==> src/design/pixel_depth_deprojection_core_defines.svh <==
`ifndef PIXEL_DEPTH_DEPROJECTION_CORE_DEFINES_SVH
`define PIXEL_DEPTH_DEPROJECTION_CORE_DEFINES_SVH

// Same-cycle implication, checked on every rising clock edge outside reset.
`define PDD_ASSERT_SAME(label, clk, rst, pre, post, msg) \
   label: assert property (@(posedge clk) disable iff (rst) (pre) |-> (post)) \
      else $error(msg);

// Next-cycle implication, checked on every rising clock edge outside reset.
`define PDD_ASSERT_NEXT(label, clk, rst, pre, post, msg) \
   label: assert property (@(posedge clk) disable iff (rst) (pre) |=> (post)) \
      else $error(msg);

`endif

==> src/design/pdd_pkg.sv <==
`default_nettype none

package pdd_pkg;

   typedef enum logic [2:0] {
      REG_PRINCIPAL_POINT = 3'd0,
      REG_INV_FOCAL_X     = 3'd1,
      REG_INV_FOCAL_Y     = 3'd2,
      REG_RADIAL_K1       = 3'd3,
      REG_RADIAL_K2       = 3'd4,
      REG_RADIAL_K3       = 3'd5,
      REG_TANGENTIAL_P1   = 3'd6,
      REG_TANGENTIAL_P2   = 3'd7
   } reg_index_type;

   localparam int CSR_ADDR_BITS = 3;
   localparam int CSR_DATA_BITS = 32;
   localparam int PP_BITS       = 16;
   localparam int FOCAL_BITS    = 24;
   localparam int COEF_BITS     = 24;
   localparam int NORM_BITS     = 23;
   localparam int FACT_BITS     = 32;
   localparam int OUT_BITS      = 24;
   localparam int Z_BITS        = 16;
   localparam int RSP_BITS      = 2 * OUT_BITS + Z_BITS;

   // register stages from the input register to the last product
   localparam int PIPE_STAGES   = 17;

   localparam logic signed [NORM_BITS-1:0] NORM_MAX = 23'sh3F_FFFF;
   localparam logic signed [NORM_BITS-1:0] NORM_MIN = 23'sh40_0000;
   localparam logic signed [FACT_BITS-1:0] FACT_MAX = 32'sh7FFF_FFFF;
   localparam logic signed [FACT_BITS-1:0] FACT_MIN = 32'sh8000_0000;
   localparam logic signed [OUT_BITS-1:0]  OUT_MAX  = 24'sh7F_FFFF;
   localparam logic signed [OUT_BITS-1:0]  OUT_MIN  = 24'sh80_0000;
   localparam logic [Z_BITS-1:0]           Z_MAX    = 16'hFFFF;

   typedef struct packed {
      logic [PP_BITS-1:0]           ppx;
      logic [PP_BITS-1:0]           ppy;
      logic [FOCAL_BITS-1:0]        ifx;
      logic [FOCAL_BITS-1:0]        ify;
      logic signed [COEF_BITS-1:0]  k1;
      logic signed [COEF_BITS-1:0]  k2;
      logic signed [COEF_BITS-1:0]  k3;
      logic signed [COEF_BITS-1:0]  p1;
      logic signed [COEF_BITS-1:0]  p2;
   } cfg_type;

   typedef struct packed {
      logic en;         // whole pipeline advances
      logic push;       // last stage hands an item to the output buffer
      logic load_out;   // new item goes straight to the output register
      logic load_skid;  // new item parks in the skid register
      logic move_skid;  // skid item moves up to the output register
   } pipe_ctrl_type;

endpackage

`default_nettype wire

==> src/design/pdd_pipe_ctrl.sv <==
`default_nettype none

`include "pixel_depth_deprojection_core_defines.svh"

module pdd_pipe_ctrl (
   input  logic                  clock,
   input  logic                  reset,
   input  logic                  req_tvalid,
   input  logic                  rsp_tready,
   output logic                  req_tready,
   output logic                  rsp_tvalid,
   output pdd_pkg::pipe_ctrl_type ctrl
);

   localparam int STAGES = pdd_pkg::PIPE_STAGES;

   logic [STAGES-1:0] v_ff, v_in;
   logic              out_v_ff, out_v_in;
   logic              skid_v_ff, skid_v_in;
   logic              en, pop, push, load_out, load_skid, move_skid;

   always_comb begin
      // skid state is registered, so ready never depends on rsp_tready
      en        = !skid_v_ff;
      pop       = out_v_ff & rsp_tready;
      push      = en & v_ff[STAGES-1];
      load_out  = push & (!out_v_ff | pop);
      load_skid = push & out_v_ff & !pop;
      move_skid = skid_v_ff & pop;
      v_in      = en ? {v_ff[STAGES-2:0], req_tvalid} : v_ff;
      out_v_in  = (out_v_ff & !pop) | push | skid_v_ff;
      skid_v_in = load_skid | (skid_v_ff & !pop);
   end

   always_ff @(posedge clock) begin
      if (reset) begin
         v_ff      <= '0;
         out_v_ff  <= 1'b0;
         skid_v_ff <= 1'b0;
      end else begin
         v_ff      <= v_in;
         out_v_ff  <= out_v_in;
         skid_v_ff <= skid_v_in;
      end
   end

   assign req_tready     = en;
   assign rsp_tvalid     = out_v_ff;
   assign ctrl.en        = en;
   assign ctrl.push      = push;
   assign ctrl.load_out  = load_out;
   assign ctrl.load_skid = load_skid;
   assign ctrl.move_skid = move_skid;

   `PDD_ASSERT_SAME(a_skid_implies_out, clock, reset, skid_v_ff, out_v_ff, "skid item without output item")
   `PDD_ASSERT_NEXT(a_stall_holds_pipe, clock, reset, !en, $stable(v_ff), "pipeline moved while stalled")
   `PDD_ASSERT_NEXT(a_blocked_push_parks, clock, reset, push && out_v_ff && !rsp_tready, skid_v_ff, "blocked item was not parked")
   `PDD_ASSERT_NEXT(a_skid_drains, clock, reset, skid_v_ff && rsp_tready, out_v_ff && !skid_v_ff, "skid item not moved up")

endmodule

`default_nettype wire

==> config.mk <==
export PLATFORM = sky130hd
export DESIGN_NAME = pdd_pipe_ctrl
export DESIGN_NICKNAME = d
export VERILOG_FILES = /design/src/design/pdd_pkg.sv /design/src/design/pdd_pipe_ctrl.sv
export VERILOG_INCLUDE_DIRS = /design/src /design/src/design
export SDC_FILE = /design/constraint.sdc
export NUM_CORES = 1
export LEC_CHECK = 0
export ABC_AREA = 1
export BUFFER_PORTS_ARGS = -buffer_cell sky130_fd_sc_hd__buf_2
export CELL_PAD_IN_SITES_DETAIL_PLACEMENT = 0
export CELL_PAD_IN_SITES_GLOBAL_PLACEMENT = 1
export CORE_ASPECT_RATIO = 1.2
export CORE_MARGIN = 2
export CORE_UTILIZATION = 38
export DETAILED_ROUTE_END_ITERATION = 7
export PLACE_DENSITY = 0.79
export SLEW_MARGIN = 20
export SYNTH_ARGS = -nofsm -noshare
export SYNTH_HDL_FRONTEND = slang
export SYNTH_SLANG_ARGS = --single-unit
==> constraint.sdc <==
create_clock -name clock -period 1.1 [get_ports clock]
set_input_delay 0.22 -clock clock [delete_from_list [all_inputs] [get_ports clock]]
set_output_delay 0.22 -clock clock [all_outputs]
set_load 0.03 [all_outputs]
* After elaboration in Yosys (flattened, before gate mapping) *
Index checks and enable logic that the tools add are counted.

storage, ports and cells
  bits in registers = 19
  bits in latches = 0
  RAM bits = 0
  bits in read-only memories = 0
  output and inout port bits = 7
  logic and storage cells = 18
  memories = 0

cells by class
  add/subtract/negate cells = 0
  multipliers = 0
  divide/modulo/power cells = 0
  $lt $le $gt $ge = 0
  eq/ne operators = 0
  shift-type cells = 0
  multiplexer cells = 0
  bitwise logic cells = 12
  reduce and logical (&&, ||, !) cells = 3

operators by type and width
  cell              count
  $and A1 B1 Y1     8
  $or A1 B1 Y1      4
  $logic_not A1 Y1  3

* Longest topological paths before layout *
  depth after elaboration = 5
  depth in mapped cells = 5
  gate-level depth less buffers = 4

* Least setup slack after synthesis *
Ideal clock, no wire load.

  kind = flip-flop to output port
  start point = register out_v_ff (netlist: rsp_tvalid)
  end point = output port ctrl[1] (netlist bit)
  arrival time = 959 ps
  path slack = -79 ps
  stages on the path, launching flop included = 6
  cell sequence = dfxtp_1 > inv_1 > nor2_1 > nand2_1 > inv_1 > buf_4

on the way
  longest elaborated chain between the ends = 3

ends and longest elaborated chain
  what                    line                 RTL
  start, declared         pdd_pipe_ctrl.sv:18  logic out_v_ff, out_v_in;
  start signal, assigned  pdd_pipe_ctrl.sv:42  out_v_ff <= out_v_in;
  $and A1 B1 Y1           pdd_pipe_ctrl.sv:25  pop = out_v_ff & rsp_tready;
  $logic_not A1 Y1        pdd_pipe_ctrl.sv:28  load_skid = push & out_v_ff & !pop;
  $and A1 B1 Y1 *         pdd_pipe_ctrl.sv:28
  end, declared           pdd_pipe_ctrl.sv:12  output pdd_pkg::pipe_ctrl_type ctrl

Every way passes the cells marked *; elsewhere a longest branch is shown, timed or not.

==> results by group <==
Status
  • Status: finished, violations left
  • Failing checks: negative setup slack

Timing
  • Fin crit share: 119%
  • Fmax achieved: 766 MHz
  • Fin crit period: 1.31 ns
  • Final Hold Viols: 0
  • RSZ-0062 raised after global routing: true
  • Pins Over Slew Limit: 0
  • Relative slew slack: 78.0%
  • Worst Clk Skew: 0.00488 ns
  • Actual slew at the worst max-slew pin: 0.330 ns
  • Final setup viols: 7
  • Final WS setup: -0.206 ns

CTS
  • Clock Latency Late Sink: 0.28 ns
  • Reg clk slew, reported paths: 0.10 ns
  • Clk sink count: 19
  • # hold bufs at CTS: 0
  • H-tree levels: 1
  • Root Driver: clkbuf_4
  • Max Root-Sink Buffers: 2
  • TritonCTS clock tree: done
  • CTS Buf Count: 3

Yosys
  • Xor and xnor area share after synthesis: 0%
  • Simple-gate area share of the yosys netlist: 21.4%
  • Synth cell types: 12
  • Syn nets: 98
  • Cell taking the most area after synthesis: dfxtp_1
  • Largest family of logic cells by synthesized area: simple AND/OR/NAND/NOR gates
  • Adder-cell share of the synthesized area: 0%
  • Dominant cells by area after synthesis: dfxtp_1 (53%), nand2_1 (19%), a21oi_1 (12%), buf_4 (6.2%), buf_2 (2.1%)
  • Yosys reg bits: 19
  • Yosys warns: 0
  • Sequential fraction of the synthesis area: 52.5%
  • Mapped Cells: 94
  • Synth top area share: 52.5%
  • Mux contribution to synthesized area: 0%
  • Syn_area_per_cell: 7.71 sq um
  • Synth Cell Area: 724 sq um
  • Synth Area in Compound Gates: 13.6%

Pwr
  • Net Sw Power: 0.214 mW
  • Leak Pwr: 0.353 nW
  • P per Cell Area: 1140 nW/um^2
  • Flop pwr share: 65.9%
  • Cell Int Power: 0.839 mW
  • Combinational Power Share: 2.4%
  • Maximum VDD drop: 459 uV
  • Clock Power Share: 31.8%
  • Switch share: 20.3%

Placed design
  • Setup WS pre-CTS: 0.0657 ns
  • Dpl hpwl: 823 um
  • Gpl congestion: 0.697
  • # port buffers: 10
  • Placed cell count: 116

Floorplanning
  • Height of the die: 51.8 um
  • IO Count: 11
  • Starting density of the core: 39.6%
  • CORE AREA: 1830 sq um
  • Cell row count: 17
  • Die X: 43.9 um
  • Die area: 2270 sq um

Setup path
  • Crit Path Category: reg2out
  • CP max FO: 3
  • Crit path capture type: output port
  • Reg-to-Reg Start: skid_v_ff$_SDFF_PP0_
  • Worst-case reg-to-reg path depth: 3
  • Startpoint Class: register
  • Crit path from: rsp_tvalid$_SDFF_PP0_
  • Critical Path AT: 1.09 ns
  • Setup crit end: ctrl[0]
  • R2R Setup Slk: 0.09 ns
  • Critical Path RT: 0.88 ns
  • RR Endpoint: v_ff[16]$_SDFFE_PP0N_

Drt
  • DRT Pass-1 Iters: 4
  • Vias: 613
  • Routed Wire Length: 1400 um
  • Post-route ant nets: 0
  • Initial DRC count: 14
  • Drt drc: 0
  • DR WL/cell: 10.9 um
  • Via density: 4.79

Layout
  • Area growth syn-to-layout: 26.9%
  • Number of inserted diodes: 0
  • Fill count: 184
  • Commonest non-fill, non-tap cells in the layout: nand2_1 (34), a21oi_1 (17), dfxtp_1 (16)
  • Post-route non-filler standard cell count: 128
  • Final #Nets: 114
  • Commonest non-fill, non-tap cell in the layout: nand2_1
  • Share of cells above drive strength 1: 33.0%

Global route
  • GRT Total Usage: 14.1%
  • Vias in the first global route: 538
  • Largest net degree at the start of global routing: 20
  • First-pass GRT wire length: 2300 um
  • GRT overflow: 0
  • Initial antenna violation count: 0

Flow run
  • Max Cap Viol: 0

Hold path
  • Hold Path Class: in2reg
worst min-delay path by stage:
stage	start	end	slack [ns]	cells past startpoint
2_1_floorplan	req_tvalid	v_ff[0]$_SDFFE_PP0N_	0.36	2
3_3_place_gp	v_ff[10]$_SDFFE_PP0N_	v_ff[11]$_SDFFE_PP0N_	0.45	2
3_5_place_dp	v_ff[9]$_SDFFE_PP0N_	v_ff[10]$_SDFFE_PP0N_	0.45	2
4_1_cts	req_tvalid	v_ff[0]$_SDFFE_PP0N_	0.16	3
5_1_grt	req_tvalid	v_ff[0]$_SDFFE_PP0N_	0.16	3
6_report	req_tvalid	v_ff[0]$_SDFFE_PP0N_	0.17	3
routing by layer:
layer,wire length (um),vias up,track usage (%)
met2,708,7,21.8
met5,0,-,0
li1,-,321,-
met3,41,2,4.17
met1,637,283,17.2
met4,10,0,7.58
power by group through the flow:
stage          registers (mW)  logic (mW)  clock network (mW)
5_1_grt                 0.695      0.0281               0.387
3_5_place_dp            0.712      0.0235                   0
3_3_place_gp            0.712      0.0231                   0
4_1_cts                 0.694      0.0247               0.352
2_1_floorplan           0.711      0.0162                   0
6_report                0.693      0.0251               0.334
cell usage after synthesis:
master	number
buf_2	3
nor2_1	4
a31oi_1	1
a211oi_1	1
inv_1	4
nor3_1	1
a21oi_1	17
buf_6	1
buf_4	6
dfxtp_1	19
inv_2	1
nand2_1	36
sequential cells by signal, indices dropped and copies added, names as in the netlist:
register and flops:
rsp_tvalid 1, v_ff 17, skid_v_ff 1
repair_timing:
| item | in CTS | in global routing |
|---|---|---|
| gates cloned | 1 | 0 |
| buffers inserted | 8 | 1 |
| pin swaps | 4 | 4 |
| resized for setup | 29 | 2 |
| setup endpoints to repair | 6 | 10 |
cell type report:
| cell class | count | area (sq um) | area share, % |
|---|---|---|---|
| clock buffers | 4 | 26.3 | 2.86 |
| inverters | 5 | 26.3 | 2.86 |
| multi-input cells | 60 | 284 | 30.9 |
| flip-flops and latches | 19 | 387 | 42.0 |
| well taps | 19 | 23.8 | 2.59 |
| repair buffers | 20 | 169 | 18.4 |
| repair inverters | 1 | 3.75 | 0.408 |
cells by family after synthesis:
group                  after synthesis
buffers and inverters               15
DFF                                 19
and+or+nand+nor                     41
AOI/OAI and AO/OA                   19
critical path: stages, from the launching register on:
cell	delay, ns
dfxtp_2	0.36
buf_6	0.11
nand2_4	0.04
nor2_1	0.10
buf_4	0.18
per-stage QoR:
stage	hold slack (ns)	power [mW]	setup TNS (ns)	utilization, %	area (sq um)
floorplan	0.363	0.728	0	-	726
finish	0.170	1.05	-0.724	50.3	920
global placement	0.445	0.735	0	41.0	751
global route	0.163	1.11	-1.12	50.3	920
detailed placement	0.450	0.735	0	41.0	751
CTS	0.161	1.07	-0.762	50.2	918
No activity file was read; power rests on OpenSTA's default activity.
