===== config.mk =====
export PLATFORM = sky130hd
export DESIGN_NAME = pdd_normalize
export DESIGN_NICKNAME = d
export VERILOG_FILES = /design/src/design/pixel_depth_deprojection_core_defines.svh /design/src/design/pdd_pkg.sv /design/src/design/pdd_normalize.sv
export SDC_FILE = /design/constraint.sdc
export NUM_CORES = 2
export LEC_CHECK = 0
export BUFFER_PORTS_ARGS = -buffer_cell sky130_fd_sc_hd__buf_2
export CORE_ASPECT_RATIO = 0.7
export CORE_UTILIZATION = 38
export DETAILED_ROUTE_END_ITERATION = 16
export PLACE_DENSITY = 0.66
export REMOVE_ABC_BUFFERS = 1
export SYNTH_ARGS = -nofsm -noshare
export SYNTH_HDL_FRONTEND = slang
export SYNTH_SLANG_ARGS = --single-unit

===== constraint.sdc =====
create_clock -name clock -period 7.5 [get_ports clock]
set_input_delay 0.75 -clock clock [delete_from_list [all_inputs] [get_ports clock]]
set_output_delay 0.75 -clock clock [all_outputs]
set_load 0.005 [all_outputs]

===== src/design/pixel_depth_deprojection_core_defines.svh =====
`ifndef PIXEL_DEPTH_DEPROJECTION_CORE_DEFINES_SVH
`define PIXEL_DEPTH_DEPROJECTION_CORE_DEFINES_SVH

// Same-cycle implication, checked on every rising clock edge outside reset.
`define PDD_ASSERT_SAME(label, clk, rst, pre, post, msg) \
   label: assert property (@(posedge clk) disable iff (rst) (pre) |-> (post)) \
      else $error(msg);

// Next-cycle implication, checked on every rising clock edge outside reset.
`define PDD_ASSERT_NEXT(label, clk, rst, pre, post, msg) \
   label: assert property (@(posedge clk) disable iff (rst) (pre) |=> (post)) \
      else $error(msg);

`endif


===== src/design/pdd_pkg.sv =====
`default_nettype none

package pdd_pkg;

   typedef enum logic [2:0] {
      REG_PRINCIPAL_POINT = 3'd0,
      REG_INV_FOCAL_X     = 3'd1,
      REG_INV_FOCAL_Y     = 3'd2,
      REG_RADIAL_K1       = 3'd3,
      REG_RADIAL_K2       = 3'd4,
      REG_RADIAL_K3       = 3'd5,
      REG_TANGENTIAL_P1   = 3'd6,
      REG_TANGENTIAL_P2   = 3'd7
   } reg_index_type;

   localparam int CSR_ADDR_BITS = 3;
   localparam int CSR_DATA_BITS = 32;
   localparam int PP_BITS       = 16;
   localparam int FOCAL_BITS    = 24;
   localparam int COEF_BITS     = 24;
   localparam int NORM_BITS     = 23;
   localparam int FACT_BITS     = 32;
   localparam int OUT_BITS      = 24;
   localparam int Z_BITS        = 16;
   localparam int RSP_BITS      = 2 * OUT_BITS + Z_BITS;

   // register stages from the input register to the last product
   localparam int PIPE_STAGES   = 17;

   localparam logic signed [NORM_BITS-1:0] NORM_MAX = 23'sh3F_FFFF;
   localparam logic signed [NORM_BITS-1:0] NORM_MIN = 23'sh40_0000;
   localparam logic signed [FACT_BITS-1:0] FACT_MAX = 32'sh7FFF_FFFF;
   localparam logic signed [FACT_BITS-1:0] FACT_MIN = 32'sh8000_0000;
   localparam logic signed [OUT_BITS-1:0]  OUT_MAX  = 24'sh7F_FFFF;
   localparam logic signed [OUT_BITS-1:0]  OUT_MIN  = 24'sh80_0000;
   localparam logic [Z_BITS-1:0]           Z_MAX    = 16'hFFFF;

   typedef struct packed {
      logic [PP_BITS-1:0]           ppx;
      logic [PP_BITS-1:0]           ppy;
      logic [FOCAL_BITS-1:0]        ifx;
      logic [FOCAL_BITS-1:0]        ify;
      logic signed [COEF_BITS-1:0]  k1;
      logic signed [COEF_BITS-1:0]  k2;
      logic signed [COEF_BITS-1:0]  k3;
      logic signed [COEF_BITS-1:0]  p1;
      logic signed [COEF_BITS-1:0]  p2;
   } cfg_type;

   typedef struct packed {
      logic en;         // whole pipeline advances
      logic push;       // last stage hands an item to the output buffer
      logic load_out;   // new item goes straight to the output register
      logic load_skid;  // new item parks in the skid register
      logic move_skid;  // skid item moves up to the output register
   } pipe_ctrl_type;

endpackage

`default_nettype wire


===== src/design/pdd_normalize.sv =====
`default_nettype none

module pdd_normalize #(
   parameter int COORD_BITS = 12,
   parameter int DEPTH_BITS = 16
) (
   input  logic                                 clock,
   input  pdd_pkg::pipe_ctrl_type               ctrl,
   input  pdd_pkg::cfg_type                     cfg,
   input  logic [COORD_BITS-1:0]                pixel_col,
   input  logic [COORD_BITS-1:0]                pixel_row,
   input  logic [DEPTH_BITS-1:0]                depth_mm,
   output logic signed [pdd_pkg::NORM_BITS-1:0] norm_x,
   output logic signed [pdd_pkg::NORM_BITS-1:0] norm_y,
   output logic [DEPTH_BITS-1:0]                depth
);

   localparam int NB = pdd_pkg::NORM_BITS;
   // offset coordinate in Q.4, signed
   localparam int DW = ((COORD_BITS + 4 > pdd_pkg::PP_BITS) ? COORD_BITS + 4
                                                              : pdd_pkg::PP_BITS) + 1;
   localparam int PW = DW + pdd_pkg::FOCAL_BITS + 1;
   localparam logic signed [PW-1:0] HALF = PW'(128);

   logic signed [DW-1:0]                  dx_ff, dy_ff, dx_in, dy_in;
   logic signed [pdd_pkg::FOCAL_BITS:0]   ifx_s, ify_s;
   logic signed [PW-1:0]                  px_ff, py_ff, px_in, py_in;
   logic signed [PW-1:0]                  rx, ry, qx, qy;
   logic signed [NB-1:0]                  x_ff, y_ff, x_in, y_in;
   logic [DEPTH_BITS-1:0]                 depth_ff [3];

   always_comb begin
      dx_in = DW'({pixel_col, 4'b0000}) - DW'(cfg.ppx);
      dy_in = DW'({pixel_row, 4'b0000}) - DW'(cfg.ppy);
      ifx_s = {1'b0, cfg.ifx};
      ify_s = {1'b0, cfg.ify};
      px_in = dx_ff * ifx_s;
      py_in = dy_ff * ify_s;
      // Q.28 to Q2.20, round half up
      rx    = px_ff + HALF;
      ry    = py_ff + HALF;
      qx    = rx >>> 8;
      qy    = ry >>> 8;
      x_in  = (qx > pdd_pkg::NORM_MAX) ? pdd_pkg::NORM_MAX :
              (qx < pdd_pkg::NORM_MIN) ? pdd_pkg::NORM_MIN : qx[NB-1:0];
      y_in  = (qy > pdd_pkg::NORM_MAX) ? pdd_pkg::NORM_MAX :
              (qy < pdd_pkg::NORM_MIN) ? pdd_pkg::NORM_MIN : qy[NB-1:0];
   end

   always_ff @(posedge clock) begin
      if (ctrl.en) begin
         dx_ff       <= dx_in;
         dy_ff       <= dy_in;
         depth_ff[0] <= depth_mm;
         px_ff       <= px_in;
         py_ff       <= py_in;
         depth_ff[1] <= depth_ff[0];
         x_ff        <= x_in;
         y_ff        <= y_in;
         depth_ff[2] <= depth_ff[1];
      end
   end

   assign norm_x = x_ff;
   assign norm_y = y_ff;
   assign depth  = depth_ff[2];

endmodule

`default_nettype wire


# [After elaboration in Yosys (flattened, before gate mapping)]
# Memory sizes are Yosys's and may differ from the RTL's.
# Cells that the tools add are included.
# Widths: inputs -> output; s select.
[totals] ff_bits=164 latch_bits=0 mem_bits_rw=48 mem_bits_ro=0 in_bits=246 out_inout_bits=62 mem_count=1
[op_classes] add_sub_neg=4 n_mul=2 div=0 order_cmp=4 n_eq_ne=0 shifts=0 muxes=4 bitwise_logic=0 n_reduce_logical=0
[memory_table] name="depth_ff" depth=3 width=16 read_ports=3 rd_ports_with_merged_regs=0 write_ports=3 line="pdd_normalize.sv:30" source="logic [DEPTH_BITS-1:0] depth_ff [3];"
[op_table] cell="$add 42x9->42 const B" n=2
[op_table] cell="$mul 17x25->42" n=2
[op_table] cell="$gt 34x23->1 const B" n=2
[op_table] cell="$lt 34x23->1 const B" n=2
[op_table] cell="$mux 23" n=2
[op_table] cell="$sub 16x16->17" n=2
[op_table] cell="$mux 1" n=2

# [Depth between registers and ports, before layout]
[logic_depth] depth_word=3 depth_mapped=23

# [Worst setup path after synthesis]
# Ideal clock, no wire load.
[synth_path] path_kind="input-to-reg" start="input port cfg[158] in the netlist's numbering" end="register px_ff[40], data pin" setup_time_ns=0.266 arrival_time_ns=6.218 required_ns=7.234 path_slack_ns=1.017 path_stages=21 path_buffers=1 cell_sequence="clkbuf_1 > and2_1 > fa_1 > inv_1 > fa_1 > inv_1 > fa_1 > inv_1 > fa_1 > fa_1 > fa_1 > inv_1 > ha_1 > a2111oi_0 > o21ai_0 > a21oi_1 > a21oi_1 > o2111a_1 > a211oi_1 > a21boi_0 > xor2_1"
[synth_via] elab_chain_len=1
[synth_rtl] element="from (decl)" line="pdd_normalize.sv:9" source="input pdd_pkg::cfg_type cfg,"
[synth_rtl] element="$mul 17x25->42" line="pdd_normalize.sv:37" source="px_in = dx_ff * ifx_s;"
[synth_rtl] element="via px_in[40]" line="pdd_normalize.sv:27" source="logic signed [PW-1:0] px_ff, py_ff, px_in, py_in;"
[synth_rtl] element="to (signal assigned)" line="pdd_normalize.sv:55" source="px_ff <= px_in;"
[synth_rtl] element="to (decl)" line="pdd_normalize.sv:27"
# The timed path passes the listed nets, and every way through them passes these cells.
# A chain may end at the register's enable or synchronous reset.

# [Final worst setup path]
[layout_path] start="register dy_ff[8]" end="register py_ff[35], data pin"
[layout_via] elab_chain_len=1
[layout_rtl] element="from (decl)" line="pdd_normalize.sv:25" source="logic signed [DW-1:0] dx_ff, dy_ff, dx_in, dy_in;"
[layout_rtl] element="from (signal assigned)" line="pdd_normalize.sv:53" source="dy_ff <= dy_in;"
[layout_rtl] element="$mul 17x25->42" line="pdd_normalize.sv:38" source="py_in = dy_ff * ify_s;"
[layout_rtl] element="via py_in[35]" line="pdd_normalize.sv:27"
[layout_rtl] element="to (signal assigned)" line="pdd_normalize.sv:56" source="py_ff <= py_in;"
[layout_rtl] element="to (decl)" line="pdd_normalize.sv:27"
# The timed path passes the listed nets, and every way through them passes these cells.

==> impl_results.md <==
* Synth Cell Area at 35300 µm²
* Tcrit/Tclk final at 0.954
* Core ar. at 92000 µm²
* Worst setup SP type: flop
* Post-route core utilization at 0.416
* Post-cts hold buffer count at 0
* RSZ-0062 raised after global routing: no
* Worst Setup SP: dy_ff[8]
* Slowest cell on the critical path: edfxtp_1
* Share of layout cells above drive strength 1 at 0.0862
* CP endpoint: py_ff[35]
* Synth Area in Simple Gates at 0.163
* CTS resizes at 0
* Synth-to-Final Area Change at 8.37%
* CP Cell Sequence: nand2_1 > fa_1 > inv_1 > fa_1 > fa_1 > fa_1 > fa_1 > inv_1 > fa_1 > inv_1 > ha_1 > nand4_1 > or2_2 > a2111oi_1 > o21bai_1 > a21oi_1 > nor2_1 > o311ai_1
* Root Driver: clkbuf_16
* Sum Neg Setup Slack at 0 ps
* Crit Path Max Fanout at 18
* IO Count at 308
* Setup crit end kind: flop
* Buffers and inverters on the worst path at 3
* R2R Path End: py_ff[35]
* Fin. max-slew vios at 0
* WL per Instance at 18.2 µm
* WP data arrival at 7420 ps
* GPL Wtd Cong at 0.929
* Family with the most delay on the worst path: adder cells
* Worst path required time at 7760 ps
* Hold crit path type: flop to flop
* Number of max-cap violations at 0
* Detailed-placement wirelength estimate at 72500 µm
* Commonest non-fill, non-tap cell in the layout: inv_1
* Hold_sp: depth_ff[0][7]
* Tot GR Track Use at 0.201
* Row count at 93
* Crit-path max cell delay at 960 ps
* Commonest cells after routing, fill and taps aside: 795 x inv_1, 656 x fa_1, 452 x nand2_1
* Num CTS Buffers at 17
* Setup Fix Bufs, Post-CTS at 0
* Cell mode on critical path: fa_1
* CTS sink cnt at 198
* Sequential area share after synthesis at 0.168
* Total number of vias at 24900
* Die height at 257 µm
* Wirelength, routed at 91600 µm
* Crit path depth at 18
* Endpoints failing setup at 0
* Crit Path Category: flop to flop
* Largest net degree at the start of global routing at 117
* Worst r2r path cells at 18
* Number of antenna violations at the first check in global routing at 3
* Crit path time final at 7160 ps
* Via density at 4.95
* Die area at 94300 µm²
* Run status: completed
* Synth async-reset ratio at 0
* Clock Path Buffers at 2
* Grt total ovfl at 0
* Clk_skew at 27.4 ps
* Worst-Margin Slew at 1060 ps
* ANT nets after route at 0
* Largest family of logic cells by synthesized area: adder cells
* Initial core utilization at 0.384
* Drt drc at 0
* Fmax at 0.140 GHz
* Synth cell types at 80
* Die W at 367 µm
* Clk Latency, worst-skew pair at 510 ps
* Filler cells at 8902
* Final net count at 4986
* Vias in the first global route at 25700
* CTS H-tree lvls at 4
* Worst-path clk slew at 90 ps
* Post-synth EDFFs at 198
* Number of port buffers at 183
* CTS tree: built
* First-pass GRT wire length at 147000 µm
* Endpoints failing hold at 0
* Post-synthesis adder-cell area fraction at 0.479
* Reg-to-Reg Start: dy_ff[8]
* Synth warn at 0
* Post-synthesis mux area share at 0.00202
* Synth Register Bits at 198
* XOR/XNOR Fraction of Synth Area at 0.0339
* Synth Area in Compound Gates at 0.0508
* Detailed Routing Iterations Pass 1 at 5
* Worst relative slew slack at 0.290
* Synthesized instance count at 3654
* Avg Cell Area, Syn at 9.67 µm²
* Main synth FF type: edfxtp_1
* DRT iter0 DRCs at 1943
* R2R Setup Slk at 340 ps
-- per-layer routing --
layer,global-route usage,routed length [µm],vias to the layer above
li1,-,-,11400
met1,0.308,44600,12400
met2,0.280,36300,981
met3,0.0563,9470,75
met4,0.0353,1070,4
met5,0.00709,106,-
-- through the flow --
stage	cell area [µm²]	hold slack (ps)	setup slack, ps	instances
after global placement	37700	400	372	4996
after detailed placement	37700	405	252	4996
after floorplan	34700	400	1180	3510
after CTS	38300	380	481	5027
after global routing	38300	398	51.4	5029
final	38300	419	342	5029
-- cell usage after synthesis (all sizes together), types with 4 or more instances --
| cell | instances | area, µm² |
|---|---|---|
| and3 | 24 | 153 |
| clkbuf | 119 | 450 |
| o21ai | 87 | 510 |
| nand2 | 452 | 1700 |
| xor2 | 45 | 394 |
| a21boi | 6 | 45.0 |
| xnor2 | 92 | 806 |
| mux2i | 6 | 60.1 |
| nand2b | 23 | 144 |
| buf | 25 | 196 |
| o211ai | 5 | 37.5 |
| inv | 795 | 2980 |
| a211oi | 13 | 97.6 |
| nor3 | 15 | 86.3 |
| nand3 | 44 | 225 |
| a21oi | 61 | 305 |
| o41ai | 4 | 35.0 |
| a31oi | 6 | 37.5 |
| nand4 | 29 | 211 |
| or3 | 8 | 50.1 |
| or2 | 7 | 46.3 |
| and2 | 379 | 2370 |
| and4 | 7 | 66.3 |
| a41oi | 4 | 35.0 |
| nor2b | 11 | 68.8 |
| edfxtp | 198 | 5950 |
| a21o | 25 | 188 |
| ha | 304 | 3800 |
| o21bai | 6 | 45.0 |
| nor2 | 120 | 450 |
| nor4 | 9 | 68.8 |
| o31a | 4 | 35.0 |
| fa | 656 | 13100 |
| o21a | 13 | 97.6 |
-- cell type report --
type                    count  area [µm²]  share of cell area
multi-input cells        2516       25800               0.673
repair buffers            251        1450              0.0378
well taps                1235        1550              0.0403
clock inverters            14         181             0.00474
inverters                 796        2990              0.0780
clock buffers              17         425              0.0111
flip-flops and latches    198        5950               0.155
diodes                      2        5.00            0.000131
-- worst reg2reg max path: cells and delay by family (launching register included) --
family,cells,cell delay (ps)
AO/OA/AOI/OAI,4,1440
adder cells (fa/ha/maj),7,3570
buffers and inverters,3,170
flip-flops,1,960
AND/OR/NAND/NOR,4,810
-- cells by family (layout without fill, tap and decap cells) --
group	after synthesis	in the layout
compound gates	270	270
buf+inv	940	1078
mux	7	7
simple gates	1142	1142
xor+xnor	137	137
fa+ha+maj	960	960
other cells	0	2
flops	198	198
-- flip-flops by register name, summed over array words and instances, names as in the netlist --
| register | count |
|---|---|
| depth_ff | 48 |
| px_ff | 35 |
| py_ff | 35 |
| norm_x | 23 |
| norm_y | 23 |
| dx_ff | 17 |
| dy_ff | 17 |
-- how the worst min path moves through the flow --
stage	end	slack [ps]	depth (start not counted)
2_1_floorplan	depth_ff[0][16]	400	0
3_3_place_gp	depth_ff[0][21]	400	0
3_5_place_dp	depth_ff[0][16]	400	0
4_1_cts	depth_ff[0][4]	380	1
5_1_grt	depth_ff[0][14]	400	1
6_report	depth_ff[0][23]	420	0
Power is not shown: default switching activity piles up to over one toggle a cycle in this logic, so the estimate is an artifact.
